$ cat src/rtl/core/adsr_pkg.sv
// Shared types, constants and the divider step for the ADSR envelope evaluator.
// No dependencies; imported by adsr_envelope_evaluator.
`timescale 1ns / 1ps

package adsr_pkg;

  // Field widths
  localparam int unsigned TimeW  = 19;
  localparam int unsigned RampW  = 17;
  localparam int unsigned LevelW = 16;
  localparam int unsigned CfgIdxW = 3;

  // Q1.15 full scale
  localparam logic [LevelW-1:0] FULL_SCALE = 16'd32768;

  // Register indexes on the configuration port
  localparam logic [CfgIdxW-1:0] CFG_ATTACK  = 3'd0;
  localparam logic [CfgIdxW-1:0] CFG_DECAY   = 3'd1;
  localparam logic [CfgIdxW-1:0] CFG_SUSTAIN = 3'd2;
  localparam logic [CfgIdxW-1:0] CFG_RELEASE = 3'd3;
  localparam logic [CfgIdxW-1:0] CFG_DUR     = 3'd4;

  // Reset values
  localparam logic [RampW-1:0]  ATTACK_RST  = 17'd655;
  localparam logic [RampW-1:0]  DECAY_RST   = 17'd655;
  localparam logic [LevelW-1:0] SUSTAIN_RST = 16'd16384;
  localparam logic [RampW-1:0]  RELEASE_RST = 17'd3277;
  localparam logic [TimeW-1:0]  DUR_RST     = 19'd13107;

  // Divider organization: one quotient bit per step
  localparam int unsigned QuoW       = 16;
  localparam int unsigned DivSteps   = 2;
  localparam int unsigned DivStages  = QuoW / DivSteps;
  // operand stage + multiply stage + divider stages + output stage
  localparam int unsigned PipeDepth  = DivStages + 3;

  typedef struct packed {
    logic [RampW-1:0] opa;
    logic [RampW-1:0] opb;
    logic [RampW-1:0] den;
    logic             dec;
  } oper_t;

  typedef struct packed {
    logic [RampW-1:0] rem;
    logic [QuoW-1:0]  nlo;
    logic [QuoW-1:0]  quo;
    logic [RampW-1:0] den;
    logic             dec;
  } div_t;

  // One restoring step: shift in one numerator bit, subtract if it fits.
  // Returns {quotient bit, new remainder}.
  function automatic logic [RampW:0] div_step(input logic [RampW-1:0] rem,
                                              input logic nbit,
                                              input logic [RampW-1:0] den);
    logic [RampW:0] trial;
    logic [RampW:0] diff;
    trial = {rem, nbit};
    diff  = trial - {1'b0, den};
    if (trial >= {1'b0, den}) begin
      return {1'b1, diff[RampW-1:0]};
    end else begin
      return {1'b0, trial[RampW-1:0]};
    end
  endfunction

endpackage

$ cat src/rtl/core/adsr_envelope_evaluator.sv
// Top level of the linear ADSR envelope evaluator: operand select, multiply,
// pipelined restoring divider and output stage. Depends on adsr_pkg.
`timescale 1ns / 1ps

// Usage
//   Input channel: time_point_i with in_valid_i / in_ready_o, one time point
//   (seconds, 16 fractional bits) per transaction.
//   Output channel: amplitude_o (Q1.15) with out_valid_o / out_ready_i, one
//   amplitude per input transaction, in order.
//   Configuration channel: cfg_index_i / cfg_data_i with cfg_valid_i /
//   cfg_ready_o; cfg_ready_o is always high. Indexes beyond the register list
//   are ignored. Write only while no transaction is in flight.
//   Throughput: one time point per cycle while out_ready_i is high. Input and
//   output are separated by one operand stage, one multiply stage, eight divider
//   stages of two quotient bits each and the output register.
//   Stall: each stage advances when it is empty or its successor advances, so
//   bubbles collapse and the input keeps taking transactions while the output
//   waits, until every stage is full.
//   Reset: all stages empty, registers back to their default envelope.
module adsr_envelope_evaluator (
  input  logic                            clk_i,
  input  logic                            rst_ni,
  input  logic [adsr_pkg::TimeW-1:0]      time_point_i,
  input  logic                            in_valid_i,
  output logic                            in_ready_o,
  output logic [adsr_pkg::LevelW-1:0]     amplitude_o,
  output logic                            out_valid_o,
  input  logic                            out_ready_i,
  input  logic [adsr_pkg::CfgIdxW-1:0]    cfg_index_i,
  input  logic [adsr_pkg::TimeW-1:0]      cfg_data_i,
  input  logic                            cfg_valid_i,
  output logic                            cfg_ready_o
);
  import adsr_pkg::*;

  // Configuration registers
  logic [RampW-1:0]  attack_q;
  logic [RampW-1:0]  decay_q;
  logic [LevelW-1:0] sustain_q;
  logic [RampW-1:0]  release_q;
  logic [TimeW-1:0]  dur_q;

  assign cfg_ready_o = 1'b1;

  always_ff @(posedge clk_i or negedge rst_ni) begin
    if (!rst_ni) begin
      attack_q  <= ATTACK_RST;
      decay_q   <= DECAY_RST;
      sustain_q <= SUSTAIN_RST;
      release_q <= RELEASE_RST;
      dur_q     <= DUR_RST;
    end else if (cfg_valid_i) begin
      case (cfg_index_i)
        CFG_ATTACK:  attack_q  <= cfg_data_i[RampW-1:0];
        CFG_DECAY:   decay_q   <= cfg_data_i[RampW-1:0];
        CFG_SUSTAIN: sustain_q <= cfg_data_i[LevelW-1:0];
        CFG_RELEASE: release_q <= cfg_data_i[RampW-1:0];
        CFG_DUR:     dur_q     <= cfg_data_i;
        default: ;
      endcase
    end
  end

  // Stage valids and advance enables. Stage 0 holds operands, stage 1 the
  // product, stages 2..PipeDepth-2 the divider, the last one the result.
  logic [PipeDepth-1:0] v_q;
  logic [PipeDepth-1:0] en;

  for (genvar i = 0; i < PipeDepth - 1; i++) begin : g_en
    assign en[i] = !v_q[i] || en[i+1];
  end
  assign en[PipeDepth-1] = !v_q[PipeDepth-1] || out_ready_i;

  assign in_ready_o = en[0];

  always_ff @(posedge clk_i or negedge rst_ni) begin
    if (!rst_ni) begin
      v_q <= '0;
    end else begin
      if (en[0]) begin
        v_q[0] <= in_valid_i;
      end
      for (int i = 1; i < PipeDepth; i++) begin
        if (en[i]) begin
          v_q[i] <= v_q[i-1];
        end
      end
    end
  end

  // Operand select: pick the envelope segment and map it onto one
  // num / den division. Attack: t*32768 / A. Decay: (32768-S)*(t-A) / D,
  // subtracted from full scale later. Release: S*(R-(t-U)) / R. Flat
  // segments (sustain, decay with S at or above full scale, after release)
  // become level*1 / 1 so the divider hands the level straight through.
  localparam logic [RampW-1:0] One17  = 17'd1;
  localparam logic [RampW-1:0] Full17 = 17'd32768;

  logic [TimeW-1:0] t;
  logic [TimeW-1:0] a_ext;
  logic [TimeW-1:0] since_a;
  logic [TimeW-1:0] since_u;
  logic [TimeW:0]   rel_end;
  oper_t            oper_d;
  oper_t            oper_q;

  always_comb begin
    t       = time_point_i;
    a_ext   = {2'b00, attack_q};
    since_a = t - a_ext;
    since_u = t - dur_q;
    rel_end = {1'b0, dur_q} + {3'b000, release_q};
    oper_d  = '{opa: '0, opb: One17, den: One17, dec: 1'b0};
    if (t < a_ext) begin
      oper_d.opa = t[RampW-1:0];
      oper_d.opb = Full17;
      oper_d.den = attack_q;
    end else if (since_a < {2'b00, decay_q}) begin
      if (sustain_q >= FULL_SCALE) begin
        // ramp would rise above full scale: clamps to full scale
        oper_d.opa = Full17;
      end else begin
        oper_d.opa = since_a[RampW-1:0];
        oper_d.opb = Full17 - {1'b0, sustain_q};
        oper_d.den = decay_q;
        oper_d.dec = 1'b1;
      end
    end else if (t < dur_q) begin
      oper_d.opa = {1'b0, sustain_q};
    end else if ({1'b0, t} < rel_end) begin
      oper_d.opa = {1'b0, sustain_q};
      oper_d.opb = release_q - since_u[RampW-1:0];
      oper_d.den = release_q;
    end
  end

  always_ff @(posedge clk_i) begin
    if (en[0]) begin
      oper_q <= oper_d;
    end
  end

  // Multiply; the numerator always stays below den * 2^16, so its upper
  // 17 bits form a starting remainder below den.
  logic [2*RampW-1:0] prod;
  div_t               dv_d [DivStages+1];
  div_t               dv_q [DivStages+1];

  always_comb begin
    prod           = oper_q.opa * oper_q.opb;
    dv_d[0].rem    = prod[QuoW+RampW-1:QuoW];
    dv_d[0].nlo    = prod[QuoW-1:0];
    dv_d[0].quo    = '0;
    dv_d[0].den    = oper_q.den;
    dv_d[0].dec    = oper_q.dec;
  end

  always_ff @(posedge clk_i) begin
    if (en[1]) begin
      dv_q[0] <= dv_d[0];
    end
  end

  // Divider stages: DivSteps quotient bits each, MSB first
  for (genvar k = 1; k <= DivStages; k++) begin : g_div
    always_comb begin
      logic [RampW:0] step;
      dv_d[k] = dv_q[k-1];
      for (int j = 0; j < DivSteps; j++) begin
        step        = div_step(dv_d[k].rem, dv_d[k].nlo[QuoW-1], dv_d[k].den);
        dv_d[k].rem = step[RampW-1:0];
        dv_d[k].nlo = {dv_d[k].nlo[QuoW-2:0], 1'b0};
        dv_d[k].quo = {dv_d[k].quo[QuoW-2:0], step[RampW]};
      end
    end

    always_ff @(posedge clk_i) begin
      if (en[k+1]) begin
        dv_q[k] <= dv_d[k];
      end
    end
  end

  // Output stage: decay counts down from full scale, everything else clamps
  logic [LevelW-1:0] quo_fin;
  logic [LevelW-1:0] amp_d;
  logic [LevelW-1:0] amp_q;

  always_comb begin
    quo_fin = dv_q[DivStages].quo;
    if (dv_q[DivStages].dec) begin
      amp_d = FULL_SCALE - quo_fin;
    end else if (quo_fin > FULL_SCALE) begin
      amp_d = FULL_SCALE;
    end else begin
      amp_d = quo_fin;
    end
  end

  always_ff @(posedge clk_i) begin
    if (en[PipeDepth-1]) begin
      amp_q <= amp_d;
    end
  end

  assign amplitude_o = amp_q;
  assign out_valid_o = v_q[PipeDepth-1];

  // Result never exceeds full scale
  assert property (@(posedge clk_i) disable iff (!rst_ni)
    out_valid_o |-> (amplitude_o <= FULL_SCALE))
    else $error("amplitude above full scale");

  // Starting remainder below the divisor: the quotient fits 16 bits
  assert property (@(posedge clk_i) disable iff (!rst_ni)
    v_q[1] |-> (dv_q[0].rem < dv_q[0].den))
    else $error("divider numerator out of range");

  // Final remainder stays below the divisor
  assert property (@(posedge clk_i) disable iff (!rst_ni)
    v_q[PipeDepth-2] |-> (dv_q[DivStages].rem < dv_q[DivStages].den))
    else $error("divider remainder out of range");

  // A full output stage that is not drained holds its value
  assert property (@(posedge clk_i) disable iff (!rst_ni)
    (v_q[PipeDepth-1] && !out_ready_i) |-> !en[PipeDepth-1])
    else $error("output stage overwritten while stalled");

endmodule
$ cat config.mk
export PLATFORM = sky130hd
export DESIGN_NAME = adsr_envelope_evaluator
export DESIGN_NICKNAME = d
export VERILOG_FILES = /design/src/rtl/core/adsr_pkg.sv /design/src/rtl/core/adsr_envelope_evaluator.sv
export SDC_FILE = /design/constraint.sdc
export NUM_CORES = 2
export LEC_CHECK = 0
export ABC_AREA = 1
export BUFFER_PORTS_ARGS = -buffer_cell sky130_fd_sc_hd__buf_2
export CAP_MARGIN = 0
export CORE_ASPECT_RATIO = 0.9
export CORE_UTILIZATION = 62
export DETAILED_ROUTE_END_ITERATION = 7
export PLACE_DENSITY = 0.88
export RECOVER_POWER = 100
export SLEW_MARGIN = 5
export SYNTH_ARGS = -nofsm -noshare
export SYNTH_HDL_FRONTEND = slang
export SYNTH_SLANG_ARGS = --single-unit
$ cat constraint.sdc
create_clock -name clk_i -period 9.8 [get_ports clk_i]
set_input_delay 0.49 -clock clk_i [delete_from_list [all_inputs] [get_ports clk_i]]
set_output_delay 0.49 -clock clk_i [all_outputs]
set_load 0.005 [all_outputs]
==> impl_metrics.json <==
{
  "clk_latency_ns": 0.67,
  "cp-endpoint": "dv_q[0][124]",
  "fillers": 6679,
  "yosys.area.top_type_share": 0.2902,
  "drive_above_1_share": 0.04329,
  "regArea_um2": 17270,
  "io_pins": 65,
  "start_kind": "flop",
  "place.gp.congestion": 1.007,
  "outcome": "finished, violations left",
  "path_cells": "ha_1, inv_1, fa_1, nand3_1, nand2_1, nand2_1, nand2_4, nand3b_2, nand2_1, nand2_2, nand2_1, clkinvlp_2, o21ai_0, ha_1, a21oi_1, o21ai_0, a21oi_1, nand2_1, nand2_1, a21boi_0, nor2_1, nand2_1, nand2_1, nand2_1",
  "vias": 41890,
  "cts_buffer_depth": 3,
  "die_area_um2": 83440,
  "wl_met3_um": 9990,
  "slew_headroom": -1.365,
  "dp.cells": 7111,
  "crit_buf_inv": 2,
  "cts_tree": "yes",
  "violations": "max-capacitance violations, max-slew violations",
  "cp_top_family": "simple AND/OR/NAND/NOR gates",
  "skew_ns": 0.05403,
  "worstRegToRegCells": 24,
  "synth_most_common_cell": "nand2_1",
  "numPortBuffers": 63,
  "rr_startpoint": "dv_q[0][1]",
  "r2r_slack_ns": 2.24,
  "fin_crit_sh": 0.7715,
  "routedWlPerCell_um": 19.16,
  "numCtsBuffers": 61,
  "start_util": 0.6279,
  "dpl.hpwl_um": 110700,
  "drt-total-wl_um": 138500,
  "synth_area_um2": 51020,
  "fin_nets": 6899,
  "rows": 99,
  "syn_to_final_growth_pct": 5.429,
  "synth_flop_cell": "edfxtp_1",
  "cts_resized": 0,
  "setup_violations": 0,
  "avgSynthCellArea_um2": 8.324,
  "drt-initial-drc-count": 3813,
  "yosysTopAreaCell": "edfxtp_1",
  "die_x_um": 304.4,
  "endpoint_kind": "flop",
  "grt_overflow": 0,
  "htreeDepth": 2,
  "rsz0062_at_grt": "no",
  "grt_pass1_wl_um": 219500,
  "drv_cap": 16,
  "worst_slew_pin_slew_ns": 3.548,
  "crit_start": "dv_q[0][1]",
  "r2r_end": "dv_q[0][124]",
  "critPathMaxFanout": 28,
  "fin_crit_ns": 7.561,
  "met1_length_um": 55620,
  "final-hold-violation-count": 0,
  "hold_buffers": 1,
  "instances_no_fill": 7228,
  "netlist_instances": 6129,
  "finalSetupTns_ns": 0,
  "cp.depth": 24,
  "die_h_um": 274.1,
  "post-route-drc-count": 0,
  "yosysSeqAreaShare": 0.3384,
  "cp_data_arrival_time_ns": 7.95,
  "root_buffer": "clkbuf_16",
  "synth_edf_count": 493,
  "syn-num-nets": 6913,
  "crit_type": "flop to flop",
  "top_layer": "met4",
  "grt_max_degree": 68,
  "via_per_inst": 5.796,
  "hp-class": "primary input to flop",
  "slew_viol_final": 711,
  "slowest_delay_ns": 1.00,
  "crit_top_cell": "nand2_1",
  "cp.required_ns": 10.19,
  "antenna_found_initial": 1,
  "grtUsageTotal": 0.3336,
  "yosysWarningCount": 0,
  "synth_seq_cells": 590,
  "design.core.area_um2": 81260,
  "multi_input_area_um2": 28860,
  "first_pass_iters": 6,
  "antenna_left": 0,
  "clock-sinks": 590,
  "yosys-top-cells-count": "1,588 x nand2_1, 1,017 x inv_1, 493 x edfxtp_1",
  "critPathSlowestCell": "nor2_1",
  "cts.clk_slew.worst_paths_ns": 0.06,
  "fmaxAchievable_ghz": 0.1323,
  "postCtsSetupBuffers": 0,
  "synthArstFlopShare": 0.1644,
  "grt_pass1_vias": 40590,
  "wl_met2_um": 64340,
  "synth_area_leaders": "edfxtp_1 29%, ha_1 12%, nand2_1 12%",
  "synth_cell_types": 63
}
-- cell families (layout without fill, tap and decap cells) --
kind of cell / count (synthesis) / in the layout / synth area share
other cells: 1 / 2 / 0.00007350
compound gates: 893 / 893 / 0.09748
flops: 590 / 590 / 0.3384
buf+inv: 1182 / 1220 / 0.09088
xor+xnor: 268 / 268 / 0.04615
fa+ha+maj: 738 / 738 / 0.2187
simple gates: 2457 / 2457 / 0.2083
-- layer usage --
metal / vias up / track usage
li1: 19960 / -
met1: 19740 / 0.4304
met3: 365 / 0.04011
met4: 0 / 0.1793
met2: 1831 / 0.5535
met5: - / 0
-- registers in the layout, summed over array words and instances (netlist names) --
register     count
dur_q           19
v_q             11
sustain_q       16
release_q       17
dv_q           425
dv_d            18
oper_q          34
attack_q        17
decay_q         17
amplitude_o     16
-- worst register-to-register path, delay by kind of cell, from the launching register on --
family / cells / cell delay [ns]
buffers and inverters: 2 / 1.03
adders and majority gates: 3 / 0.92
DFF: 1 / 0.50
AOI/OAI and AO/OA: 5 / 1.43
and+or+nand+nor: 14 / 3.48
-- through the flow --
stage	setup slack (ns)	utilization	area, um^2	hold slack [ns]
2_1_floorplan	1.814	-	51020	0.1944
3_3_place_gp	3.722	0.6400	52000	0.4001
3_5_place_dp	3.580	0.6400	52000	0.4045
4_1_cts	3.542	0.6661	54130	0.06195
5_1_grt	1.614	0.6619	53790	0.1247
6_report	2.239	0.6620	53790	0.08733
-- layout by cell type, fill, tap and decap left out, types with 14 or more instances in the layout --
master | synthesis | final
buf_2 | 27 | 47
a21oi_1 | 355 | 355
a31oi_1 | 29 | 29
nand3b_1 | 43 | 43
nand3_1 | 343 | 347
o21ai_1 | 28 | 25
edfxtp_1 | 493 | 493
nor2_1 | 253 | 263
clkbuf_1 | 96 | 35
nor4_1 | 14 | 14
nand2_1 | 1588 | 1606
inv_1 | 1017 | 1024
xnor2_1 | 124 | 124
ha_1 | 482 | 482
nand2_2 | 19 | 14
dfrtp_1 | 69 | 69
dfstp_2 | 28 | 27
or2_2 | 22 | 22
a21o_1 | 49 | 49
o31ai_1 | 15 | 15
o21ai_2 | 15 | 14
nor3_1 | 43 | 43
o21ai_0 | 315 | 319
clkbuf_16 | 0 | 64
xor2_1 | 143 | 143
o21a_1 | 19 | 19
o21bai_1 | 27 | 29
fa_1 | 256 | 256
nand4_1 | 73 | 74
-- layout make-up --
class / count / share of cell area
Clock inverter: 29 / 0.005955
Inverter: 1030 / 0.07192
Timing Repair Buffer: 75 / 0.006583
Clock buffer: 86 / 0.03331
Sequential cell: 590 / 0.3210
Multi-Input combinational cell: 4357 / 0.5365
Antenna cell: 1 / 0.00004652
Tap cell: 1060 / 0.02466
-- worst min path at each step --
stage,startpoint,to,slack [ns],depth (start not counted)
6_report,cfg_data_i[18],dur_q[18],0.09,3
5_1_grt,cfg_data_i[17],dur_q[17],0.12,3
4_1_cts,cfg_data_i[18],dur_q[18],0.06,3
3_5_place_dp,dv_d[546],dv_q[0][10],0.40,0
3_3_place_gp,dv_q[0][424],dv_q[0][493],0.40,0
2_1_floorplan,rst_ni,attack_q[10],0.19,0
Power is not shown: default switching activity piles up to over one toggle a cycle in this logic, so the estimate is an artifact.
